<file path="config.mk">
export PLATFORM = sky130hd
export DESIGN_NAME = char_class_scan_engine_flat
export DESIGN_NICKNAME = d
export VERILOG_FILES = /design/src/rtl/ccs_pkg.sv /design/src/rtl/ccs_if.sv /design/src/rtl/char_class_scan_engine.sv /design/src/flat_wrapper.sv
export SDC_FILE = /design/constraint.sdc
export NUM_CORES = 2
export LEC_CHECK = 0
export BUFFER_PORTS_ARGS = -buffer_cell sky130_fd_sc_hd__buf_4
export CAP_MARGIN = 15
export CORE_ASPECT_RATIO = 1.75
export CORE_MARGIN = 2
export CORE_UTILIZATION = 30
export CTS_BUF_LIST = sky130_fd_sc_hd__clkbuf_4 sky130_fd_sc_hd__clkbuf_8 sky130_fd_sc_hd__clkbuf_16
export DETAILED_ROUTE_END_ITERATION = 10
export GPL_TIMING_DRIVEN = 0
export PLACE_DENSITY = 0.47
export RECOVER_POWER = 25
export SLEW_MARGIN = 20
export SYNTH_ARGS = -nofsm -noshare
export SYNTH_HDL_FRONTEND = slang
export SYNTH_SLANG_ARGS = --single-unit
</file>
<file path="constraint.sdc">
create_clock -name clk -period 12.4 [get_ports clk]
set_clock_uncertainty 0.1 [all_clocks]
set_input_delay 1.24 -clock clk [delete_from_list [all_inputs] [get_ports clk]]
set_output_delay 1.24 -clock clk [all_outputs]
set_load 0.01 [all_outputs]
</file>
<file path="src/rtl/ccs_pkg.sv">
// ----------------------------------------------------------------------------
// ccs_pkg
// shared types and constants of the character-class scan engine
// ----------------------------------------------------------------------------
package ccs_pkg;

    localparam int CHAR_COUNT  = 256;
    localparam int LITERAL_MAX = 16;
    localparam int SUBJECT_MAX = 4096;

    // fixed field widths
    localparam int OPCODE_W  = 2;
    localparam int CHAR_W    = 8;
    localparam int CLASS_W   = 3;
    localparam int LIT_IN_W  = 4;
    localparam int MODE_W    = 3;
    localparam int LITLEN_W  = 5;
    localparam int MLEN_W    = 13;
    localparam int DEPTH_W   = 13;
    localparam int CFG_IDX_W = 1;
    localparam int CFG_DAT_W = 5;

    localparam logic [DEPTH_W-1:0] DEPTH_MAX = 13'd8191;

    // derived sizes
    localparam int TBL_IDX_W = (CHAR_COUNT > 1) ? $clog2(CHAR_COUNT) : 1;
    localparam int LIT_IDX_W = (LITERAL_MAX > 1) ? $clog2(LITERAL_MAX) : 1;
    localparam int POS_W     = $clog2(SUBJECT_MAX + 1);

    // opcodes
    localparam logic [OPCODE_W-1:0] OP_WR_CLASS = 2'd0;
    localparam logic [OPCODE_W-1:0] OP_WR_LIT   = 2'd1;
    localparam logic [OPCODE_W-1:0] OP_START    = 2'd2;
    localparam logic [OPCODE_W-1:0] OP_SUBJECT  = 2'd3;

    // scan modes
    localparam logic [MODE_W-1:0] MODE_ANY   = 3'd0;
    localparam logic [MODE_W-1:0] MODE_SPAN  = 3'd1;
    localparam logic [MODE_W-1:0] MODE_BREAK = 3'd2;
    localparam logic [MODE_W-1:0] MODE_BAL   = 3'd3;
    localparam logic [MODE_W-1:0] MODE_FIND  = 3'd4;
    localparam logic [MODE_W-1:0] MODE_LIT   = 3'd5;

    // register indexes
    localparam logic [CFG_IDX_W-1:0] CFG_SCAN_MODE = 1'b0;
    localparam logic [CFG_IDX_W-1:0] CFG_LIT_LEN   = 1'b1;

    // class bit positions
    localparam int CLS_SCAN  = 0;
    localparam int CLS_OPEN  = 1;
    localparam int CLS_CLOSE = 2;

    typedef struct packed {
        logic [OPCODE_W-1:0] opcode;
        logic [CHAR_W-1:0]   char_code;
        logic [CLASS_W-1:0]  class_bits;
        logic [LIT_IN_W-1:0] lit_index;
        logic                at_end;
        logic                last;
    } cmd_item_t;

endpackage

</file>
<file path="src/rtl/ccs_if.sv">
// ----------------------------------------------------------------------------
// ccs channel interfaces
// command channel and result channel, valid/ready with payload
// ----------------------------------------------------------------------------
interface ccs_cmd_if;
    logic                          valid;
    logic                          ready;
    logic [ccs_pkg::OPCODE_W-1:0]  opcode;
    logic [ccs_pkg::CHAR_W-1:0]    char_code;
    logic [ccs_pkg::CLASS_W-1:0]   class_bits;
    logic [ccs_pkg::LIT_IN_W-1:0]  lit_index;
    logic                          at_end;
    logic                          last;

    modport source (output valid, opcode, char_code, class_bits, lit_index, at_end, last,
                    input ready);
    modport sink   (input valid, opcode, char_code, class_bits, lit_index, at_end, last,
                    output ready);
endinterface

interface ccs_result_if;
    logic                        valid;
    logic                        ready;
    logic                        success;
    logic [ccs_pkg::MLEN_W-1:0]  match_length;

    modport source (output valid, success, match_length, input ready);
    modport sink   (input valid, success, match_length, output ready);
endinterface

</file>
<file path="src/rtl/char_class_scan_engine.sv">
// ----------------------------------------------------------------------------
// char_class_scan_engine
// one character-class scan primitive (any, span, break, bal, find, lit)
// ----------------------------------------------------------------------------
// The cmd channel carries class table writes, literal writes, scan starts and
// the subject characters from the cursor onward. At most one result per
// command leaves on the result channel: success and the match length from the
// cursor (zero on failure). scan_mode and literal_length are written through
// the cfg_write / cfg_index / cfg_data port; the user must write them only
// while the block is idle; the block does not enforce it. Throughput: one
// command per cycle unless the receiver stalls. A command transfer loads the
// input register and the class table read register together; any result is
// loaded into the result register when the input register advances. The rate
// is set by the single read port of the class table and the one registered
// pass between input register and result register. Reset clears the class
// table valid bits (all classes empty), the window, position, depth and flags,
// sets the scan to decided (idle) and loads scan_mode = span and
// literal_length = 0. The literal store is not cleared. When the receiver
// stalls, the result register holds; the input register still takes one more
// command, and cmd.ready then drops until the result has been taken.
// ----------------------------------------------------------------------------
module char_class_scan_engine
(
    input  logic                            clk,
    input  logic                            rst_n,
    input  logic                            cfg_write,
    input  logic [ccs_pkg::CFG_IDX_W-1:0]   cfg_index,
    input  logic [ccs_pkg::CFG_DAT_W-1:0]   cfg_data,
    ccs_cmd_if.sink                         cmd,
    ccs_result_if.source                    result
);

    localparam int LM = ccs_pkg::LITERAL_MAX;
    localparam int PW = ccs_pkg::POS_W;
    localparam int IW = ccs_pkg::LIT_IDX_W;

    // configuration
    logic [ccs_pkg::MODE_W-1:0]   scan_mode_reg;
    logic [ccs_pkg::LITLEN_W-1:0] literal_length_reg;

    // input stage
    logic                         s1_valid_reg;
    ccs_pkg::cmd_item_t           s1_item_reg;
    logic [ccs_pkg::CLASS_W-1:0]  cls_rd_reg;
    logic                         cls_vld_rd_reg;

    // stores
    logic [ccs_pkg::CLASS_W-1:0]  class_mem [ccs_pkg::CHAR_COUNT];
    logic [ccs_pkg::CHAR_COUNT-1:0] class_vld_reg;
    logic [ccs_pkg::CHAR_W-1:0]   lit_reg [LM];
    logic [ccs_pkg::CHAR_W-1:0]   window_reg [LM];
    logic [ccs_pkg::CHAR_W-1:0]   window_next [LM];

    // scan state
    logic [PW-1:0]                pos_reg, pos_next;
    logic [ccs_pkg::DEPTH_W-1:0]  depth_reg, depth_next;
    logic                         pending_reg, pending_next;
    logic                         decided_reg, decided_next;

    // result register
    logic                         out_valid_reg;
    logic                         out_success_reg;
    logic [ccs_pkg::MLEN_W-1:0]   out_len_reg;

    logic                         accept;
    logic                         adv;
    logic                         emit;
    logic                         emit_ok;
    logic [PW-1:0]                emit_len;
    logic                         char_in_range;
    logic                         lit_in_range;
    logic [ccs_pkg::TBL_IDX_W-1:0] tbl_idx;
    logic [IW-1:0]                lit_wr_idx;

    assign accept        = cmd.valid && cmd.ready;
    assign adv           = s1_valid_reg && (!out_valid_reg || result.ready);
    assign cmd.ready     = !s1_valid_reg || adv;
    assign tbl_idx       = cmd.char_code[ccs_pkg::TBL_IDX_W-1:0];
    assign char_in_range = (17'(cmd.char_code) < 17'(ccs_pkg::CHAR_COUNT));
    assign lit_in_range  = (17'(cmd.lit_index) < 17'(LM));
    assign lit_wr_idx    = IW'(cmd.lit_index);

    assign result.valid        = out_valid_reg;
    assign result.success      = out_success_reg;
    assign result.match_length = out_len_reg;

    // configuration registers
    always_ff @(posedge clk or negedge rst_n)
    begin
        if (!rst_n)
        begin
            scan_mode_reg      <= ccs_pkg::MODE_SPAN;
            literal_length_reg <= '0;
        end
        else if (cfg_write)
        begin
            case (cfg_index)
                ccs_pkg::CFG_SCAN_MODE: scan_mode_reg      <= cfg_data[ccs_pkg::MODE_W-1:0];
                ccs_pkg::CFG_LIT_LEN:   literal_length_reg <= cfg_data;
                default:                ;
            endcase
        end
    end

    // class table: written and read at the command transfer
    always_ff @(posedge clk)
    begin
        if (accept)
        begin
            if (cmd.opcode == ccs_pkg::OP_WR_CLASS && char_in_range)
            begin
                class_mem[tbl_idx] <= cmd.class_bits;
            end
            cls_rd_reg <= class_mem[tbl_idx];
        end
    end

    always_ff @(posedge clk or negedge rst_n)
    begin
        if (!rst_n)
        begin
            class_vld_reg  <= '0;
            cls_vld_rd_reg <= 1'b0;
        end
        else if (accept)
        begin
            if (cmd.opcode == ccs_pkg::OP_WR_CLASS && char_in_range)
            begin
                class_vld_reg[tbl_idx] <= 1'b1;
            end
            cls_vld_rd_reg <= class_vld_reg[tbl_idx] && char_in_range;
        end
    end

    // literal store
    always_ff @(posedge clk)
    begin
        if (accept && cmd.opcode == ccs_pkg::OP_WR_LIT && lit_in_range)
        begin
            lit_reg[lit_wr_idx] <= cmd.char_code;
        end
    end

    // input register
    always_ff @(posedge clk or negedge rst_n)
    begin
        if (!rst_n)
        begin
            s1_valid_reg <= 1'b0;
        end
        else if (cmd.ready)
        begin
            s1_valid_reg <= cmd.valid;
        end
    end

    always_ff @(posedge clk)
    begin
        if (accept)
        begin
            s1_item_reg.opcode     <= cmd.opcode;
            s1_item_reg.char_code  <= cmd.char_code;
            s1_item_reg.class_bits <= cmd.class_bits;
            s1_item_reg.lit_index  <= cmd.lit_index;
            s1_item_reg.at_end     <= cmd.at_end;
            s1_item_reg.last       <= cmd.last;
        end
    end

    // scan step
    always_comb
    begin
        logic [ccs_pkg::CLASS_W-1:0] cls;
        logic                        in_scan;
        logic                        opn;
        logic                        cls_close;
        logic [PW-1:0]               lit_l;
        logic [PW-1:0]               pos_inc;
        logic [PW-1:0]               win_pos;
        logic                        match;
        logic [ccs_pkg::CHAR_W-1:0]  ch;

        ch        = s1_item_reg.char_code;
        cls       = cls_vld_rd_reg ? cls_rd_reg : '0;
        in_scan   = cls[ccs_pkg::CLS_SCAN];
        opn       = cls[ccs_pkg::CLS_OPEN];
        cls_close = cls[ccs_pkg::CLS_CLOSE];
        lit_l     = (PW'(literal_length_reg) > PW'(LM)) ? PW'(LM) : PW'(literal_length_reg);
        pos_inc   = (pos_reg == PW'(ccs_pkg::SUBJECT_MAX)) ? pos_reg : pos_reg + 1'b1;

        // window after shifting in the current character
        for (int j = 0; j < LM - 1; j++)
        begin
            window_next[j] = window_reg[j + 1];
        end
        window_next[LM-1] = ch;

        // last lit_l window entries against the literal
        match = 1'b1;
        for (int i = 0; i < LM; i++)
        begin
            win_pos = PW'(LM) - lit_l + PW'(i);
            if (PW'(i) < lit_l && window_next[win_pos[IW-1:0]] != lit_reg[i])
            begin
                match = 1'b0;
            end
        end

        pos_next     = pos_reg;
        depth_next   = depth_reg;
        pending_next = pending_reg;
        decided_next = decided_reg;
        emit         = 1'b0;
        emit_ok      = 1'b0;
        emit_len     = '0;

        case (s1_item_reg.opcode)
            ccs_pkg::OP_START:
            begin
                pos_next     = '0;
                depth_next   = '0;
                pending_next = 1'b0;
                decided_next = 1'b0;
                for (int j = 0; j < LM; j++)
                begin
                    window_next[j] = '0;
                end
                case (scan_mode_reg)
                    ccs_pkg::MODE_ANY, ccs_pkg::MODE_SPAN,
                    ccs_pkg::MODE_BREAK, ccs_pkg::MODE_BAL:
                    begin
                        emit = s1_item_reg.at_end;
                    end
                    ccs_pkg::MODE_FIND, ccs_pkg::MODE_LIT:
                    begin
                        // empty literal matches at once, even at the end
                        if (lit_l == '0)
                        begin
                            emit    = 1'b1;
                            emit_ok = 1'b1;
                        end
                        else
                        begin
                            emit = s1_item_reg.at_end;
                        end
                    end
                    default:
                    begin
                        emit = 1'b1;
                    end
                endcase
            end
            ccs_pkg::OP_SUBJECT:
            begin
                if (!decided_reg)
                begin
                    case (scan_mode_reg)
                        ccs_pkg::MODE_ANY:
                        begin
                            emit     = 1'b1;
                            emit_ok  = in_scan;
                            emit_len = PW'(1);
                        end
                        ccs_pkg::MODE_SPAN:
                        begin
                            if (!in_scan)
                            begin
                                emit     = 1'b1;
                                emit_ok  = (pos_reg != '0);
                                emit_len = pos_reg;
                            end
                            else
                            begin
                                pos_next = pos_inc;
                                if (s1_item_reg.last)
                                begin
                                    emit     = 1'b1;
                                    emit_ok  = 1'b1;
                                    emit_len = pos_inc;
                                end
                            end
                        end
                        ccs_pkg::MODE_BREAK:
                        begin
                            if (in_scan)
                            begin
                                emit     = 1'b1;
                                emit_ok  = 1'b1;
                                emit_len = pos_reg;
                            end
                            else
                            begin
                                pos_next = pos_inc;
                                emit     = s1_item_reg.last;
                            end
                        end
                        ccs_pkg::MODE_BAL:
                        begin
                            if (pending_reg && in_scan)
                            begin
                                emit     = 1'b1;
                                emit_ok  = 1'b1;
                                emit_len = pos_reg;
                            end
                            else if (cls_close && !opn && depth_reg == '0)
                            begin
                                // close below depth zero
                                emit = 1'b1;
                            end
                            else
                            begin
                                if (opn && !cls_close)
                                begin
                                    if (depth_reg != ccs_pkg::DEPTH_MAX)
                                    begin
                                        depth_next = depth_reg + 1'b1;
                                    end
                                end
                                else if (cls_close && !opn)
                                begin
                                    depth_next = depth_reg - 1'b1;
                                end
                                pending_next = (depth_next == '0);
                                pos_next     = pos_inc;
                                emit         = s1_item_reg.last;
                            end
                        end
                        ccs_pkg::MODE_FIND:
                        begin
                            pos_next = pos_inc;
                            if (pos_inc >= lit_l && match)
                            begin
                                emit     = 1'b1;
                                emit_ok  = 1'b1;
                                emit_len = pos_inc - lit_l;
                            end
                            else
                            begin
                                emit = s1_item_reg.last;
                            end
                        end
                        ccs_pkg::MODE_LIT:
                        begin
                            if (pos_reg >= lit_l || ch != lit_reg[pos_reg[IW-1:0]])
                            begin
                                emit = 1'b1;
                            end
                            else
                            begin
                                pos_next = pos_inc;
                                if (pos_inc == lit_l)
                                begin
                                    emit     = 1'b1;
                                    emit_ok  = 1'b1;
                                    emit_len = lit_l;
                                end
                                else
                                begin
                                    emit = s1_item_reg.last;
                                end
                            end
                        end
                        default:
                        begin
                            emit = 1'b1;
                        end
                    endcase
                end
            end
            default:
            begin
                // table and literal writes took effect at the transfer
            end
        endcase

        if (emit)
        begin
            decided_next = 1'b1;
        end
    end

    // scan state
    always_ff @(posedge clk or negedge rst_n)
    begin
        if (!rst_n)
        begin
            pos_reg     <= '0;
            depth_reg   <= '0;
            pending_reg <= 1'b0;
            decided_reg <= 1'b1;
            for (int j = 0; j < LM; j++)
            begin
                window_reg[j] <= '0;
            end
        end
        else if (adv)
        begin
            pos_reg     <= pos_next;
            depth_reg   <= depth_next;
            pending_reg <= pending_next;
            decided_reg <= decided_next;
            if (s1_item_reg.opcode == ccs_pkg::OP_START ||
                (s1_item_reg.opcode == ccs_pkg::OP_SUBJECT && !decided_reg &&
                 scan_mode_reg == ccs_pkg::MODE_FIND))
            begin
                for (int j = 0; j < LM; j++)
                begin
                    window_reg[j] <= window_next[j];
                end
            end
        end
    end

    // result register
    always_ff @(posedge clk or negedge rst_n)
    begin
        if (!rst_n)
        begin
            out_valid_reg <= 1'b0;
        end
        else if (adv && emit)
        begin
            out_valid_reg <= 1'b1;
        end
        else if (result.ready)
        begin
            out_valid_reg <= 1'b0;
        end
    end

    always_ff @(posedge clk)
    begin
        if (adv && emit)
        begin
            out_success_reg <= emit_ok;
            out_len_reg     <= emit_ok ? ccs_pkg::MLEN_W'(emit_len) : '0;
        end
    end

`ifndef SYNTH
    a_fail_zero_len: assert property (@(posedge clk) disable iff (!rst_n)
        (out_valid_reg && !out_success_reg) |-> (out_len_reg == '0))
        else $error("failed scan with nonzero match length");

    a_result_decides: assert property (@(posedge clk) disable iff (!rst_n)
        (adv && emit) |=> decided_reg)
        else $error("scan not decided after a result");

    a_pending_depth: assert property (@(posedge clk) disable iff (!rst_n)
        pending_reg |-> (depth_reg == '0))
        else $error("pending zero with nonzero depth");

    a_pos_bound: assert property (@(posedge clk) disable iff (!rst_n)
        pos_reg <= PW'(ccs_pkg::SUBJECT_MAX))
        else $error("position beyond subject limit");

    a_ready_hold: assert property (@(posedge clk) disable iff (!rst_n)
        !cmd.ready |-> (s1_valid_reg && out_valid_reg && !result.ready))
        else $error("command channel stalled without a held result");
`endif

endmodule

</file>
<file path="src/flat_wrapper.sv">
// flat-port wrapper written by rule: the top's interface ports become plain ports
module char_class_scan_engine_flat 
  (clk, rst_n, cfg_write, cfg_index, cfg_data, cmd_valid, cmd_opcode, cmd_char_code, cmd_class_bits, cmd_lit_index, cmd_at_end, cmd_last, cmd_ready, result_valid, result_success, result_match_length, result_ready);
  ccs_cmd_if cmd_i ();
  ccs_result_if result_i ();
  input  logic clk;
  input  logic rst_n;
  input  logic cfg_write;
  input  logic [ccs_pkg::CFG_IDX_W-1:0] cfg_index;
  input  logic [ccs_pkg::CFG_DAT_W-1:0] cfg_data;
  input wire logic [$bits(cmd_i.valid)-1:0] cmd_valid;
  input wire logic [$bits(cmd_i.opcode)-1:0] cmd_opcode;
  input wire logic [$bits(cmd_i.char_code)-1:0] cmd_char_code;
  input wire logic [$bits(cmd_i.class_bits)-1:0] cmd_class_bits;
  input wire logic [$bits(cmd_i.lit_index)-1:0] cmd_lit_index;
  input wire logic [$bits(cmd_i.at_end)-1:0] cmd_at_end;
  input wire logic [$bits(cmd_i.last)-1:0] cmd_last;
  output wire logic [$bits(cmd_i.ready)-1:0] cmd_ready;
  output wire logic [$bits(result_i.valid)-1:0] result_valid;
  output wire logic [$bits(result_i.success)-1:0] result_success;
  output wire logic [$bits(result_i.match_length)-1:0] result_match_length;
  input wire logic [$bits(result_i.ready)-1:0] result_ready;
  assign cmd_i.valid = cmd_valid;
  assign cmd_i.opcode = cmd_opcode;
  assign cmd_i.char_code = cmd_char_code;
  assign cmd_i.class_bits = cmd_class_bits;
  assign cmd_i.lit_index = cmd_lit_index;
  assign cmd_i.at_end = cmd_at_end;
  assign cmd_i.last = cmd_last;
  assign cmd_ready = cmd_i.ready;
  assign result_valid = result_i.valid;
  assign result_success = result_i.success;
  assign result_match_length = result_i.match_length;
  assign result_i.ready = result_ready;
  char_class_scan_engine u_core (.clk(clk), .rst_n(rst_n), .cfg_write(cfg_write), .cfg_index(cfg_index), .cfg_data(cfg_data), .cmd(cmd_i), .result(result_i));
endmodule
</file>
==> reports/qor.txt <==
Layout area overhead - 14.6%
Worst EP required - 12.73 ns
drt pass-1 iters - 6
Post-Syn Nets - 4863
fin nets - 5098
actual slew at the worst max-slew pin - 5.98 ns
Tmin final - 10.87 ns
Worst Setup End Kind - register
Post-CTS Resized - 0
number of synthesized register bits - 1340
CTS clk-pin slew, worst paths - 0.06 ns
Area contributors post-synth - edfxtp_1, dfrtp_1, mux4_2, mux2i_1, or2_2
total global routing overflow - 0
max_slew headroom - -298%
share of cells above drive strength 1 - 25.4%
critical path type - reg -> reg
area post-placement - 0.0721 mm2
vias in the first global route - 49000
status - finished with violations
f_max - 0.0920 GHz
WL final - 348000 um
post-place setup slack - 2.33 ns
TNS Setup - 0 ns
post-synthesis sequential area ratio - 56.9%
peak supply drop - 112 uV
unrepaired setup endpoints after global routing - no
CP max-delay cell - ha_1
hold_buf cts - 0
detailed-route via count - 48300
routed wire length per instance - 43.1 um
asr flop ratio synth - 31.0%
smallest setup slack after layout - 1.53 ns
most frequent cell on the critical path - clkbuf_1
Leak - 28.2 nW
antenna viol nets, final - 0
Post-synth EDFFs - 925
chip height - 630 um
fill count - 21800
min-delay src - u_core.class_vld_reg[134]
port bufs - 45
Crit. Startpoint - u_core.literal_length_reg[4]
maximum buffer depth of the clock tree - 4
initial antenna violation count - 46
max cap viols - 11
area leader, netlist - edfxtp_1
Yosys warning total - 0
Die W - 362 um
most common cell after layout, fill and taps aside - edfxtp_1
root buf cell - clkbuf_16
Min-Delay Path Class - reg -> reg
Initial Utilization - 30.2%
clock sink total - 1340
most frequent cells in the layout - edfxtp_1, mux4_2, dfrtp_1, nor2_1, or2_2
die area - 0.228 mm2
DR DRC count - 0
share of the synthesized area in the top cell type - 41.4%
endpoints failing setup - 0
violated checks - capacitance limit, slew limit
Row Count - 229
Largest register FFs - 768
Syn Area/Cell - 14.0 um2
hpwl dp - 258000 um
Synth Flop Type - edfxtp_1
H-tree depth - 4
critical path's largest stage delay - 0.89 ns
critical path fanouts, max - 14
first-pass GRT wire length - 463000 um
Pins Over Slew Limit - 665
Final Hold Viols - 0
fin util - 34.6%
period utilisation layout - 87.7%
largest net degree at the start of global routing - 135
Worst Setup Start Kind - register
synthesized instance count - 4810
I/O pin total - 46
fin area - 0.0769 mm2
Worst-Skew Late Latency - 0.87 ns
CP Cell Sequence - clkbuf_1, clkbuf_1, nor2_1, mux2_2, clkbuf_1, clkbuf_1, clkbuf_1, ha_1, inv_1, xnor2_1, buf_2, buf_1, mux2i_1, xnor2_1, a22oi_1, a21oi_1, nand4b_1, a211o_1, nor4_4, o21ai_1, nor2_2
Syn Std Cell Area - 0.0671 mm2
CTS tree - yes
r2r startpoint - u_core.literal_length_reg[4]
setup bufs post-CTS - 0
Core Box Area - 0.222 mm2
DRT iter0 DRCs - 5358
Worst EP arrival - 11.21 ns
Tot GR Track Use - 30.6%
Yosys cell types - 92
via-per-instance ratio - 5.99
Pwr Density - 158 mW/mm2
gpl congestion - 1.12
CTS Buf Count - 144
## synth_stat cells, types with 28 or more instances
cell type  instances
nand4_1           35
edfxtp_1         925
xor2_1            82
a211oi_1          66
or2_2            264
mux4_2           438
nor3_1            65
dfrtp_1          413
o21ai_0          107
a22o_1           134
clkbuf_1         263
xnor2_1          107
mux2i_1          247
nand2_1          203
buf_2             63
o22ai_1           42
o211ai_1          43
inv_1             56
buf_1             70
nor2_1           418
nand2b_1          42
nand3_1           66
a31oi_1           28
a22oi_1           28
a21oi_1          101
mux2_2            48
nor2b_1           30
## metal layers
metal	wire [um]	track usage, %	vias up
met4	42300	30.5	22
met1	107000	28.9	25100
met2	175000	52.2	2694
met3	23600	8.71	1248
met5	144	0.0213	-
li1	-	-	19200
## final timing paths
path	to	slack, ns	cells past startpoint
setup / recovery	u_core.result.match_length[5]	1.53	21
hold / removal	u_core.class_vld_reg[134]	0.36	1
setup reg to reg	u_core.result.match_length[5]	1.53	21
hold reg to reg	u_core.class_vld_reg[134]	0.36	1
max in group asynchronous	u_core.window_reg[96]	4.90	2
min in group asynchronous	u_core.class_vld_reg[197]	1.34	1
## final cells by class
cell class / instances / area, um2 / share of cell area (%)
Antenna cell: 31 / 77.6 / 0.101
Clock buffer: 188 / 4040 / 5.26
Tap cell: 2887 / 3610 / 4.70
Inverter: 61 / 229 / 0.298
Timing Repair Buffer: 89 / 1090 / 1.42
Buffer: 403 / 1790 / 2.32
Multi-Input combinational cell: 3006 / 27300 / 35.5
Clock inverter: 65 / 594 / 0.773
Sequential cell: 1340 / 38200 / 49.6
## power breakdown
part / internal [mW] / switching (mW) / leakage (nW) / total [mW]
Clock: 2.49 / 1.89 / 2.32 / 4.39
Sequential: 4.84 / 0.0382 / 14.1 / 4.88
Combinational: 0.876 / 1.99 / 11.8 / 2.87
Total: 8.21 / 3.92 / 28.2 / 12.1
## metrics by stage
step / hold WS (ns) / std cells / power (mW)
3_5_place_dp: 0.347 / 7778 / 7.68
5_1_grt: 0.370 / 8051 / 12.4
4_1_cts: 0.246 / 8031 / 12.0
3_3_place_gp: 0.344 / 7742 / 7.65
6_report: 0.359 / 8070 / 12.1
2_1_floorplan: 0.334 / 4810 / 6.43
## critical path: cells and delay by family (launching register included)
| family | cells | cell delay (ns) |
|---|---|---|
| buffers and inverters | 8 | 3.85 |
| AND/OR/NAND/NOR | 4 | 2.90 |
| AO/OA/AOI/OAI | 4 | 1.20 |
| adder cells (fa/ha/maj) | 1 | 0.89 |
| multiplexers | 2 | 0.68 |
| flip-flops | 1 | 0.43 |
| XOR/XNOR | 2 | 0.37 |
## logic make-up (layout without fill, tap and decap cells)
group | after synthesis | in the layout | share of synthesized area [%]
AOI/OAI and AO/OA | 786 | 786 | 8.59
xor gates and xnor gates | 191 | 191 | 2.55
adders and majority gates | 23 | 23 | 0.440
buffers and inverters | 464 | 806 | 2.76
DFF | 1340 | 1340 | 56.9
muxes | 733 | 733 | 19.2
other | 0 | 31 | 0
and+or+nand+nor | 1273 | 1273 | 9.61
Power figures use the tool's default switching activity.
